File: config.mk
export PLATFORM = sky130hd
export DESIGN_NAME = shift_add_string_hash
export DESIGN_NICKNAME = d
export VERILOG_FILES = /design/src/hdl/shash_pkg.sv /design/src/hdl/shash_divider.sv /design/src/hdl/shift_add_string_hash.sv
export SDC_FILE = /design/constraint.sdc
export NUM_CORES = 1
export LEC_CHECK = 0
export ABC_AREA = 1
export BUFFER_PORTS_ARGS = -buffer_cell sky130_fd_sc_hd__buf_4
export CORE_MARGIN = 5
export CORE_UTILIZATION = 60
export DETAILED_ROUTE_END_ITERATION = 8
export PLACE_DENSITY = 0.87
export SLEW_MARGIN = 0
export SYNTH_ARGS = -nofsm -noshare
export SYNTH_HDL_FRONTEND = slang
export SYNTH_SLANG_ARGS = --single-unit
export TNS_END_PERCENT = 5
File: constraint.sdc
create_clock -name clk_i -period 14.8 [get_ports clk_i]
set_input_delay 3.7 -clock clk_i [delete_from_list [all_inputs] [get_ports clk_i]]
set_output_delay 3.7 -clock clk_i [all_outputs]
set_load 0.05 [all_outputs]
File: src/hdl/shash_pkg.sv
`timescale 1ns / 1ps
`default_nettype none
// shared constants, types and state codes for the shift-add string hash
// no dependencies

package shash_pkg;

  localparam int unsigned CHAR_W     = 8;
  localparam int unsigned HASH_W     = 32;
  localparam int unsigned SUM_W      = 64;
  localparam int unsigned POS_W      = 6;
  localparam int unsigned SHIFT_WRAP = SUM_W - CHAR_W;
  localparam int unsigned TSZ_RESET  = 1024;
  localparam int unsigned DIV_CNT_W  = $clog2(SUM_W);

  typedef enum logic [1:0] {
    ST_IDLE,
    ST_DIV,
    ST_PUSH
  } state_e;

  typedef struct packed {
    logic busy;
    logic done;
  } div_stat_t;

endpackage

`default_nettype wire

File: src/hdl/shash_divider.sv
`timescale 1ns / 1ps
`default_nettype none
// bit-serial restoring remainder unit, one dividend bit per cycle
// depends on shash_pkg

module shash_divider
  import shash_pkg::*;
(
  input  wire logic              clk_i,
  input  wire logic              rst_ni,
  input  wire logic              start_i,
  input  wire logic [SUM_W-1:0]  dividend_i,
  input  wire logic [HASH_W-1:0] divisor_i,
  output div_stat_t              stat_o,
  output logic      [HASH_W-1:0] rem_o
);

  localparam int unsigned TRIAL_W = HASH_W + 1;

  logic [SUM_W-1:0]     dvd_q, dvd_d;
  logic [HASH_W-1:0]    dsr_q, dsr_d;
  logic [HASH_W-1:0]    rem_q, rem_d;
  logic [DIV_CNT_W-1:0] cnt_q, cnt_d;
  logic                 busy_q, busy_d;
  logic                 done_q, done_d;

  logic [TRIAL_W-1:0]   trial;
  logic [TRIAL_W-1:0]   diff;
  logic                 fits;

  assign trial = {rem_q, dvd_q[SUM_W-1]};
  assign diff  = trial - {1'b0, dsr_q};
  assign fits  = trial >= {1'b0, dsr_q};

  always_comb begin
    dvd_d  = dvd_q;
    dsr_d  = dsr_q;
    rem_d  = rem_q;
    cnt_d  = cnt_q;
    busy_d = busy_q;
    done_d = 1'b0;
    if (start_i) begin
      dvd_d  = dividend_i;
      dsr_d  = divisor_i;
      rem_d  = '0;
      cnt_d  = '0;
      busy_d = 1'b1;
    end else if (busy_q) begin
      dvd_d = {dvd_q[SUM_W-2:0], 1'b0};
      rem_d = fits ? diff[HASH_W-1:0] : trial[HASH_W-1:0];
      cnt_d = cnt_q + 1'b1;
      if (cnt_q == DIV_CNT_W'(SUM_W - 1)) begin
        busy_d = 1'b0;
        done_d = 1'b1;
      end
    end
  end

  always_ff @(posedge clk_i or negedge rst_ni) begin
    if (!rst_ni) begin
      cnt_q  <= '0;
      busy_q <= 1'b0;
      done_q <= 1'b0;
    end else begin
      cnt_q  <= cnt_d;
      busy_q <= busy_d;
      done_q <= done_d;
    end
  end

  always_ff @(posedge clk_i) begin
    dvd_q <= dvd_d;
    dsr_q <= dsr_d;
    rem_q <= rem_d;
  end

  assign stat_o.busy = busy_q;
  assign stat_o.done = done_q;
  assign rem_o       = rem_q;

endmodule

`default_nettype wire

File: src/hdl/shift_add_string_hash.sv
`timescale 1ns / 1ps
`default_nettype none
// top level of the shift-add string hash: control, running state, output register
// depends on shash_pkg and shash_divider

// One character is taken per beat and added, shifted left by its position
// modulo 56, to a 32-bit running hash. A character whose sum stays at or
// below table_size (or with table_size zero) is added directly. A sum above
// table_size is reduced by the bit-serial remainder unit, which retires one
// dividend bit per cycle over 64 steps; no new character is taken meanwhile.
// A character marked last then loads the result register in the push state;
// the result waits there while the next key is already being taken in.
// table_size is written through cfg_we_i / cfg_wdata_i and resets to 1024.

module shift_add_string_hash
  import shash_pkg::*;
(
  input  wire logic              clk_i,
  input  wire logic              rst_ni,
  input  wire logic              cfg_we_i,
  input  wire logic [HASH_W-1:0] cfg_wdata_i,
  input  wire logic              s_axis_tvalid,
  output logic                   s_axis_tready,
  input  wire logic [CHAR_W-1:0] s_axis_tdata,   // char_byte[7:0]
  input  wire logic              s_axis_tlast,   // last_char
  output logic                   m_axis_tvalid,
  input  wire logic              m_axis_tready,
  output logic      [HASH_W-1:0] m_axis_tdata    // hash_value[31:0]
);

  state_e            state_q, state_d;
  logic [HASH_W-1:0] tsz_q, tsz_d;
  logic [HASH_W-1:0] hash_q, hash_d;
  logic [POS_W-1:0]  pos_q, pos_d;
  logic              last_q, last_d;
  logic              out_valid_q, out_valid_d;
  logic [HASH_W-1:0] out_data_q, out_data_d;

  logic [POS_W-1:0]  pos_eff;
  logic [POS_W-1:0]  pos_inc;
  logic [POS_W-1:0]  pos_nxt;
  logic [SUM_W-1:0]  sum;
  logic              need_div;
  logic              in_acc;
  logic              out_free;
  logic              div_start;
  logic              push;
  div_stat_t         div_stat;
  logic [HASH_W-1:0] div_rem;

  assign pos_eff  = (pos_q >= POS_W'(SHIFT_WRAP)) ? '0 : pos_q;
  assign pos_inc  = pos_eff + 1'b1;
  assign pos_nxt  = (pos_inc >= POS_W'(SHIFT_WRAP)) ? '0 : pos_inc;
  assign sum      = {{(SUM_W - HASH_W){1'b0}}, hash_q}
                  + (SUM_W'(s_axis_tdata) << pos_eff);
  assign need_div = (tsz_q != '0) && (sum > {{(SUM_W - HASH_W){1'b0}}, tsz_q});
  assign in_acc   = s_axis_tvalid && s_axis_tready;
  assign out_free = !out_valid_q || m_axis_tready;

  shash_divider u_div (
    .clk_i      (clk_i),
    .rst_ni     (rst_ni),
    .start_i    (div_start),
    .dividend_i (sum),
    .divisor_i  (tsz_q),
    .stat_o     (div_stat),
    .rem_o      (div_rem)
  );

  always_comb begin
    state_d = state_q;
    unique case (state_q)
      ST_IDLE: begin
        if (in_acc) begin
          if (need_div) begin
            state_d = ST_DIV;
          end else if (s_axis_tlast) begin
            state_d = ST_PUSH;
          end
        end
      end
      ST_DIV: begin
        if (div_stat.done) begin
          state_d = last_q ? ST_PUSH : ST_IDLE;
        end
      end
      ST_PUSH: begin
        if (out_free) begin
          state_d = ST_IDLE;
        end
      end
      default: state_d = ST_IDLE;
    endcase
  end

  always_comb begin
    s_axis_tready = (state_q == ST_IDLE);
    div_start     = (state_q == ST_IDLE) && in_acc && need_div;
    push          = (state_q == ST_PUSH) && out_free;
  end

  always_comb begin
    tsz_d  = cfg_we_i ? cfg_wdata_i : tsz_q;
    hash_d = hash_q;
    pos_d  = pos_q;
    last_d = last_q;
    if (in_acc) begin
      pos_d  = pos_nxt;
      last_d = s_axis_tlast;
      if (!need_div) begin
        hash_d = sum[HASH_W-1:0];
      end
    end
    if ((state_q == ST_DIV) && div_stat.done) begin
      hash_d = div_rem;
    end
    if (push) begin
      hash_d = '0;
      pos_d  = '0;
    end
    out_valid_d = push ? 1'b1 : (m_axis_tready ? 1'b0 : out_valid_q);
    out_data_d  = push ? hash_q : out_data_q;
  end

  always_ff @(posedge clk_i or negedge rst_ni) begin
    if (!rst_ni) begin
      state_q     <= ST_IDLE;
      tsz_q       <= HASH_W'(TSZ_RESET);
      hash_q      <= '0;
      pos_q       <= '0;
      last_q      <= 1'b0;
      out_valid_q <= 1'b0;
    end else begin
      state_q     <= state_d;
      tsz_q       <= tsz_d;
      hash_q      <= hash_d;
      pos_q       <= pos_d;
      last_q      <= last_d;
      out_valid_q <= out_valid_d;
    end
  end

  always_ff @(posedge clk_i) begin
    out_data_q <= out_data_d;
  end

  assign m_axis_tvalid = out_valid_q;
  assign m_axis_tdata  = out_data_q;

`ifndef SYNTH
  // no beat is taken while the remainder unit is running
  a_ready_not_busy: assert property (@(posedge clk_i) disable iff (!rst_ni)
    s_axis_tready |-> !div_stat.busy)
    else $error("input ready while divider busy");

  // the divider finishes only while the control waits for it
  a_done_in_div: assert property (@(posedge clk_i) disable iff (!rst_ni)
    div_stat.done |-> (state_q == ST_DIV))
    else $error("divider done outside of divide state");

  // a new result appears only out of the push state
  a_push_source: assert property (@(posedge clk_i) disable iff (!rst_ni)
    $rose(m_axis_tvalid) |-> $past(state_q == ST_PUSH))
    else $error("result raised without push");
`endif

endmodule

`default_nettype wire
# Word-level counts from Yosys, hierarchy flattened

Index checks and enable logic that the tools add are counted.

Bits of input ports: 46
Bits in writable memories: 0
ROM bits: 0
Latch bits: 0
Register bits: 242
Memories kept: 0

Eq/ne operators: 8
Multipliers: 0
Divide/modulo/power cells: 0
Bitwise logic cells: 0
Muxes and demuxes: 28
Shift-type cells: 1
$lt $le $gt $ge: 4
Reduce and logical (&&, ||, !) cells: 16
Add/subtract/negate cells: 4

Operator list:

| cell                | number |
|---|---|
| $mux 32             | 5 |
| $mux 64             | 2 |
| $add 32x64->64      | 1 |
| $gt 64x32->1        | 1 |
| $shl 8x6->64        | 1 |
| $mux 6              | 6 |
| $ge 33x32->1        | 1 |
| $reduce_bool 32->1  | 1 |
| $sub 32x32->32      | 1 |
| $add 6x1->6 const B | 2 |
| $ge 6x6->1 const B  | 2 |
| $mux 2              | 6 |
| $mux 1              | 8 |
| $eq 6x6->1 const B  | 1 |
| $logic_and 1x1->1   | 6 |
| $ne 3x1->1 const B  | 2 |
| $pmux 2 s3          | 1 |
| $reduce_bool 2->1   | 3 |
| $ne 2x1->1 const B  | 2 |
| $reduce_and 4->1    | 1 |
| $reduce_bool 3->1   | 1 |
| $eq 2x1->1 const B  | 1 |
| $eq 2x2->1 const B  | 1 |
| $logic_not 2->1     | 1 |
| 4 further kinds     | 4 |

# Depth between registers and ports, before layout

Depth in word-level cells: 10
Depth in mapped cells: 42
Gate-level depth less buffers: 39

# By module

From an unflattened synthesis, not the netlist that was laid out.

Cell total of the unflattened synthesis: 2392
Area total of the unflattened synthesis: 16906.2 um^2

Modules (own cells, without submodules):

| module                | cells an instance | seq. area each (um^2) | area an instance (um^2) | times used |
|---|---|---|---|---|
| shift_add_string_hash | 1257              | 2813.9                | 8613.3                  | 1 |
| shash_divider         | 1135              | 3723.6                | 8293.0                  | 1 |

# Worst setup path before layout

No wires, ideal clock.

Path type: input to register
Start point: input port s_axis_tdata[0]
End point: register u_div.dvd_q[0], enable pin
Path slack: 5.191 ns
Arrival time: 8.920 ns
Buffers on the path: 2
Required time: 14.111 ns
Cell stages on the path: 36
Cells stage by stage: inv_1 -> nand3_1 -> nand3_1 -> nor2_1 -> inv_1 -> nor2_1 -> inv_1 -> nor2_1 -> nand2_1 -> fa_1 -> o21ai_1 -> a21oi_1 -> o21ai_1 -> inv_1 -> o21ai_0 -> nand3_1 -> o211ai_1 -> xor2_1 -> ha_1 -> nand2_1 -> nor2_1 -> nand2_1 -> nor4_1 -> a21oi_1 -> nor2_1 -> nand3_1 -> nor2_1 -> nand3_1 -> nor2_1 -> nand3_1 -> nand2_2 -> nor2_4 -> inv_4 -> buf_6 -> buf_6 -> nand2_1

Word-level cells in the longest chain between the ends: 6

Ends and longest elaborated chain:

| element                            | RTL line                    | RTL |
|---|---|---|
| from (decl)                        | shift_add_string_hash.sv:24 | `input wire logic [CHAR_W-1:0] s_axis_tdata,` |
| $shl 8x6->64                       | shift_add_string_hash.sv:55 | `+ (SUM_W'(s_axis_tdata) << pos_eff);` |
| $add 32x64->64                     | shift_add_string_hash.sv:55 |  |
| $gt 64x32->1                       | shift_add_string_hash.sv:56 | `assign need_div = (tsz_q != '0) && (sum > {{(SUM_W - HASH_W){1'b0}}, tsz_q});` |
| $logic_and 1x1->1                  | shift_add_string_hash.sv:56 |  |
| $logic_and 1x1->1                  | shift_add_string_hash.sv:98 | `div_start = (state_q == ST_IDLE) && in_acc && need_div;` |
| $reduce_bool 2->1 (no source line) | -                           |  |
| to (signal assigned)               | shash_divider.sv:72         | `dvd_q <= dvd_d;` |
| to (decl)                          | shash_divider.sv:20         | `logic [SUM_W-1:0] dvd_q, dvd_d;` |

Every way passes these cells.
A chain may end at the register's enable or synchronous reset.

# Worst setup path after layout

Start point: input port s_axis_tdata[3]
End point: register u_div.dvd_q[3], data pin

Word-level cells in the longest chain between the ends: 6

Ends and longest elaborated chain:

| element                  | RTL line                    | RTL |
|---|---|---|
| $shl 8x6->64 (*)         | shift_add_string_hash.sv:55 |  |
| $add 32x64->64 (*)       | shift_add_string_hash.sv:55 |  |
| $gt 64x32->1             | shift_add_string_hash.sv:56 |  |
| $logic_and 1x1->1        | shift_add_string_hash.sv:56 |  |
| $logic_and 1x1->1        | shift_add_string_hash.sv:98 |  |
| $mux 64 (*)              | shash_divider.sv:42         | `if (start_i) begin` |
| named net u_div.dvd_d[3] | shash_divider.sv:20         |  |

Mark *: on every way through the listed nets, which the timed path passes. The rest lies on a longest branch.

==> impl_metrics.env <==
export IMPL_drv_cap=0
export IMPL_crit_slowest_cell="buf_4"
export IMPL_avgSynthCellArea_um2=7.58
export IMPL_grt_pass1_wl_um=73000
export IMPL_die_h_um=171
export IMPL_clk_latency_ns=0.54
export IMPL_synth_compound_area_share_pct=13.4
export IMPL_critPathKind="input pin to flop"
export IMPL_setup_viol_count_final=0
export IMPL_synth_simple_gate_area_share_pct=24.3
export IMPL_p_per_area_nw_per_um2=89.3
export IMPL_root_buffer="clkbuf_16"
export IMPL_synthAdderAreaFrac_pct=8.03
export IMPL_cts_made_buffers=26
export IMPL_async_reset_ff_share_pct=33.9
export IMPL_routabilityCongestion=0.996
export IMPL_instances_no_fill=2461
export IMPL_synth_mux_area_share_pct=0
export IMPL_hold_ws_ns=0.449
export IMPL_firstDrtPassIters=8
export IMPL_drive_above_1_share_pct=8.75
export IMPL_critPathMaxFanout=105
export IMPL_start_kind="input pin"
export IMPL_worstReg2RegStart="pos_q[5]"
export IMPL_syn_to_final_growth_pct=10.5
export IMPL_fin_nets=2251
export IMPL_clock_sinks=242
export IMPL_placed_cells=2413
export IMPL_io_pins=80
export IMPL_antenna_found_initial=2
export IMPL_reg2reg_slack_ns=6.79
export IMPL_antenna_left=0
export IMPL_synth_edf_count=128
export IMPL_max_stage_delay_ns=0.86
export IMPL_viasPerCell=5.95
export IMPL_post_route_min_period_ns=9.85
export IMPL_globalRouteOverflowTotal=0
export IMPL_io_buffer_count=79
export IMPL_hp_class="flop to flop"
export IMPL_worst_path_most_repeated_cell="nand2_1"
export IMPL_ys_ff_latch=242
export IMPL_yosys_most_used_dff="edfxtp_1"
export IMPL_cp_arrival_ns=10.25
export IMPL_grt_start_max_net_pins=106
export IMPL_grtUsageTotal_pct=31.4
export IMPL_crit_start="s_axis_tdata[3]"
export IMPL_antenna_cells=0
export IMPL_cts_setup_buffers=0
export IMPL_critical_path_required_ns=15.20
export IMPL_worst_setup_path_end_kind="flop"
export IMPL_total_power_mw=1.54
export IMPL_rsz0062_at_grt="no"
export IMPL_critPathCapture="u_div.dvd_q[3]"
export IMPL_yosysUniqueCellTypes=49
export IMPL_yosys_area_share_xor_xnor_pct=3.53
export IMPL_postSynthCellCount=2059
export IMPL_cts_tree="done"
export IMPL_hold_violations=0
export IMPL_clk_path_buf_depth=3
export IMPL_postCtsHoldBufs=0
export IMPL_drtIter0Drc=1732
export IMPL_worstMarginPinSlew_ns=1.19
export IMPL_r2r_end="u_div.dvd_q[3]"
export IMPL_routedWlPerCell_um=18.9
export IMPL_rr_worst_depth=36
export IMPL_place_area_um2=16400
export IMPL_design_area_um2=17200
export IMPL_status="finished clean"
export IMPL_post_route_period_util_pct=66.5
export IMPL_final_max_slew_violation_count=0
export IMPL_grt_pass1_vias=13800
export IMPL_placementRows=59
export IMPL_synth_top_family_by_area="simple AND/OR/NAND/NOR gates"
export IMPL_vdd_drop_max_mv=0.0755
export IMPL_synth_area_um2=15600
export IMPL_slew_headroom_pct=20.7
export IMPL_cts_repair_resized=0
export IMPL_routed_wl_um=46400
export IMPL_hpwl_um=34000
export IMPL_synth_fp_nets=2204
export IMPL_max_freq_mhz=102
export IMPL_fin_skew_ns=0.0336
export IMPL_h_tree_depth=1
export IMPL_initial_core_util_pct=60.4
export IMPL_core_area_um2=25800
export IMPL_vias=14600
export IMPL_fp_dieW_um=171
export IMPL_finalSetupTns_ns=0
export IMPL_ys_warn_count=0
export IMPL_die_area_um2=29300
export IMPL_p_leak_nw=8.65
export IMPL_drc=0
export IMPL_ys_seq_area_share_pct=41.9
export IMPL_clk_pin_slew_ns=0.06
[where the power goes]
part / switching (mW) / internal, mW
sequential: 0.00791 / 0.716
combinational: 0.107 / 0.0476
clock: 0.279 / 0.383
[layer usage]
metal / track usage, % / share of wire, %
met1: 42.1 / 40
met2: 51.9 / 46
met3: 4.83 / 9.2
met4: 12.0 / 4.6
met5: 0 / 0.058
[synthesized netlist by cell type (all sizes together), types with 2 or more instances]
cell type | count | area (um^2)
a21boi | 3 | 22.5
o21a | 5 | 37.5
xnor2 | 27 | 236
a31o | 2 | 17.5
dfrtp | 81 | 2030
nand3b | 5 | 37.5
nor4 | 14 | 87.6
o22ai | 3 | 18.8
xor2 | 36 | 315
o21ai | 192 | 968
dfxtp | 32 | 641
nand4 | 32 | 200
ha | 97 | 1210
and2 | 2 | 12.5
buf | 33 | 196
a211oi | 2 | 15.0
o21bai | 8 | 60.1
nor3 | 16 | 80.1
nor2 | 140 | 548
a21o | 3 | 22.5
nand3 | 114 | 576
edfxtp | 128 | 3840
inv | 282 | 1060
o211ai | 9 | 67.6
nand2 | 584 | 2220
fa | 2 | 40.0
or2 | 3 | 18.8
a31oi | 9 | 56.3
a21oi | 153 | 766
clkbuf | 36 | 135
[cell usage in the layout, fill, tap and decap left out, drive strengths merged, types with 8 or more instances in the layout]
master	netlist	layout
nand2	584	584
inv	282	285
o21ai	192	192
a21oi	153	153
nor2	140	140
edfxtp	128	128
nand3	114	114
ha	97	97
buf	33	88
dfrtp	81	81
xor2	36	36
clkbuf	36	35
nand4	32	32
dfxtp	32	32
xnor2	27	27
nor3	16	16
nor4	14	14
a31oi	9	9
o211ai	9	9
o21bai	8	8
clkinv	0	8
[cell families after synthesis]
| kind of cell | count (synthesis) |
|---|---|
| AOI/OAI and AO/OA | 393 |
| xor gates and xnor gates | 63 |
| and+or+nand+nor | 911 |
| buffers and inverters | 351 |
| DFF | 242 |
| adders and majority gates | 99 |
[sequential cells by signal, summed over array words and instances, names as in the netlist]
name,count
state_q,2
u_div.dvd_q,64
last_q,1
hash_q,32
tsz_q,32
u_div.done_q,1
m_axis_tvalid,1
pos_q,6
u_div.dsr_q,32
m_axis_tdata,32
u_div.rem_o,32
u_div.cnt_q,6
u_div.busy_q,1
[how the worst min path moves through the flow]
stage	start	end	slack [ns]	cells after the start
3_5_place_dp	tsz_q[19]	u_div.dsr_q[19]	0.43	0
6_report	tsz_q[5]	u_div.dsr_q[5]	0.45	0
5_1_grt	tsz_q[16]	u_div.dsr_q[16]	0.46	0
3_3_place_gp	tsz_q[15]	u_div.dsr_q[15]	0.43	0
2_1_floorplan	tsz_q[11]	u_div.dsr_q[11]	0.42	0
4_1_cts	tsz_q[17]	u_div.dsr_q[17]	0.44	0
[stage by stage]
stage,setup WS [ns],util [%]
after global placement,4.83,63.4
final,4.95,66.8
after CTS,5.17,66.8
after detailed placement,4.64,63.4
after floorplan,5.19,-
after global routing,4.30,66.8
[cell type report]
class	count	area [um^2]
clock buffer	35	766
inverter	282	1060
sequential	242	6540
timing repair buffer	88	661
multi-input combinational	1466	7690
fill	2098	8590
tap	335	419
clock inverter	13	113
[worst max-delay path, delay by kind of cell]
kind	cells	cell delay [ns]
and+or+nand+nor	21	2.68
buffers and inverters	5	1.40
adders and majority gates	2	0.59
AOI/OAI and AO/OA	6	1.38
xor gates and xnor gates	1	0.43
Power figures use the tool's default switching activity.
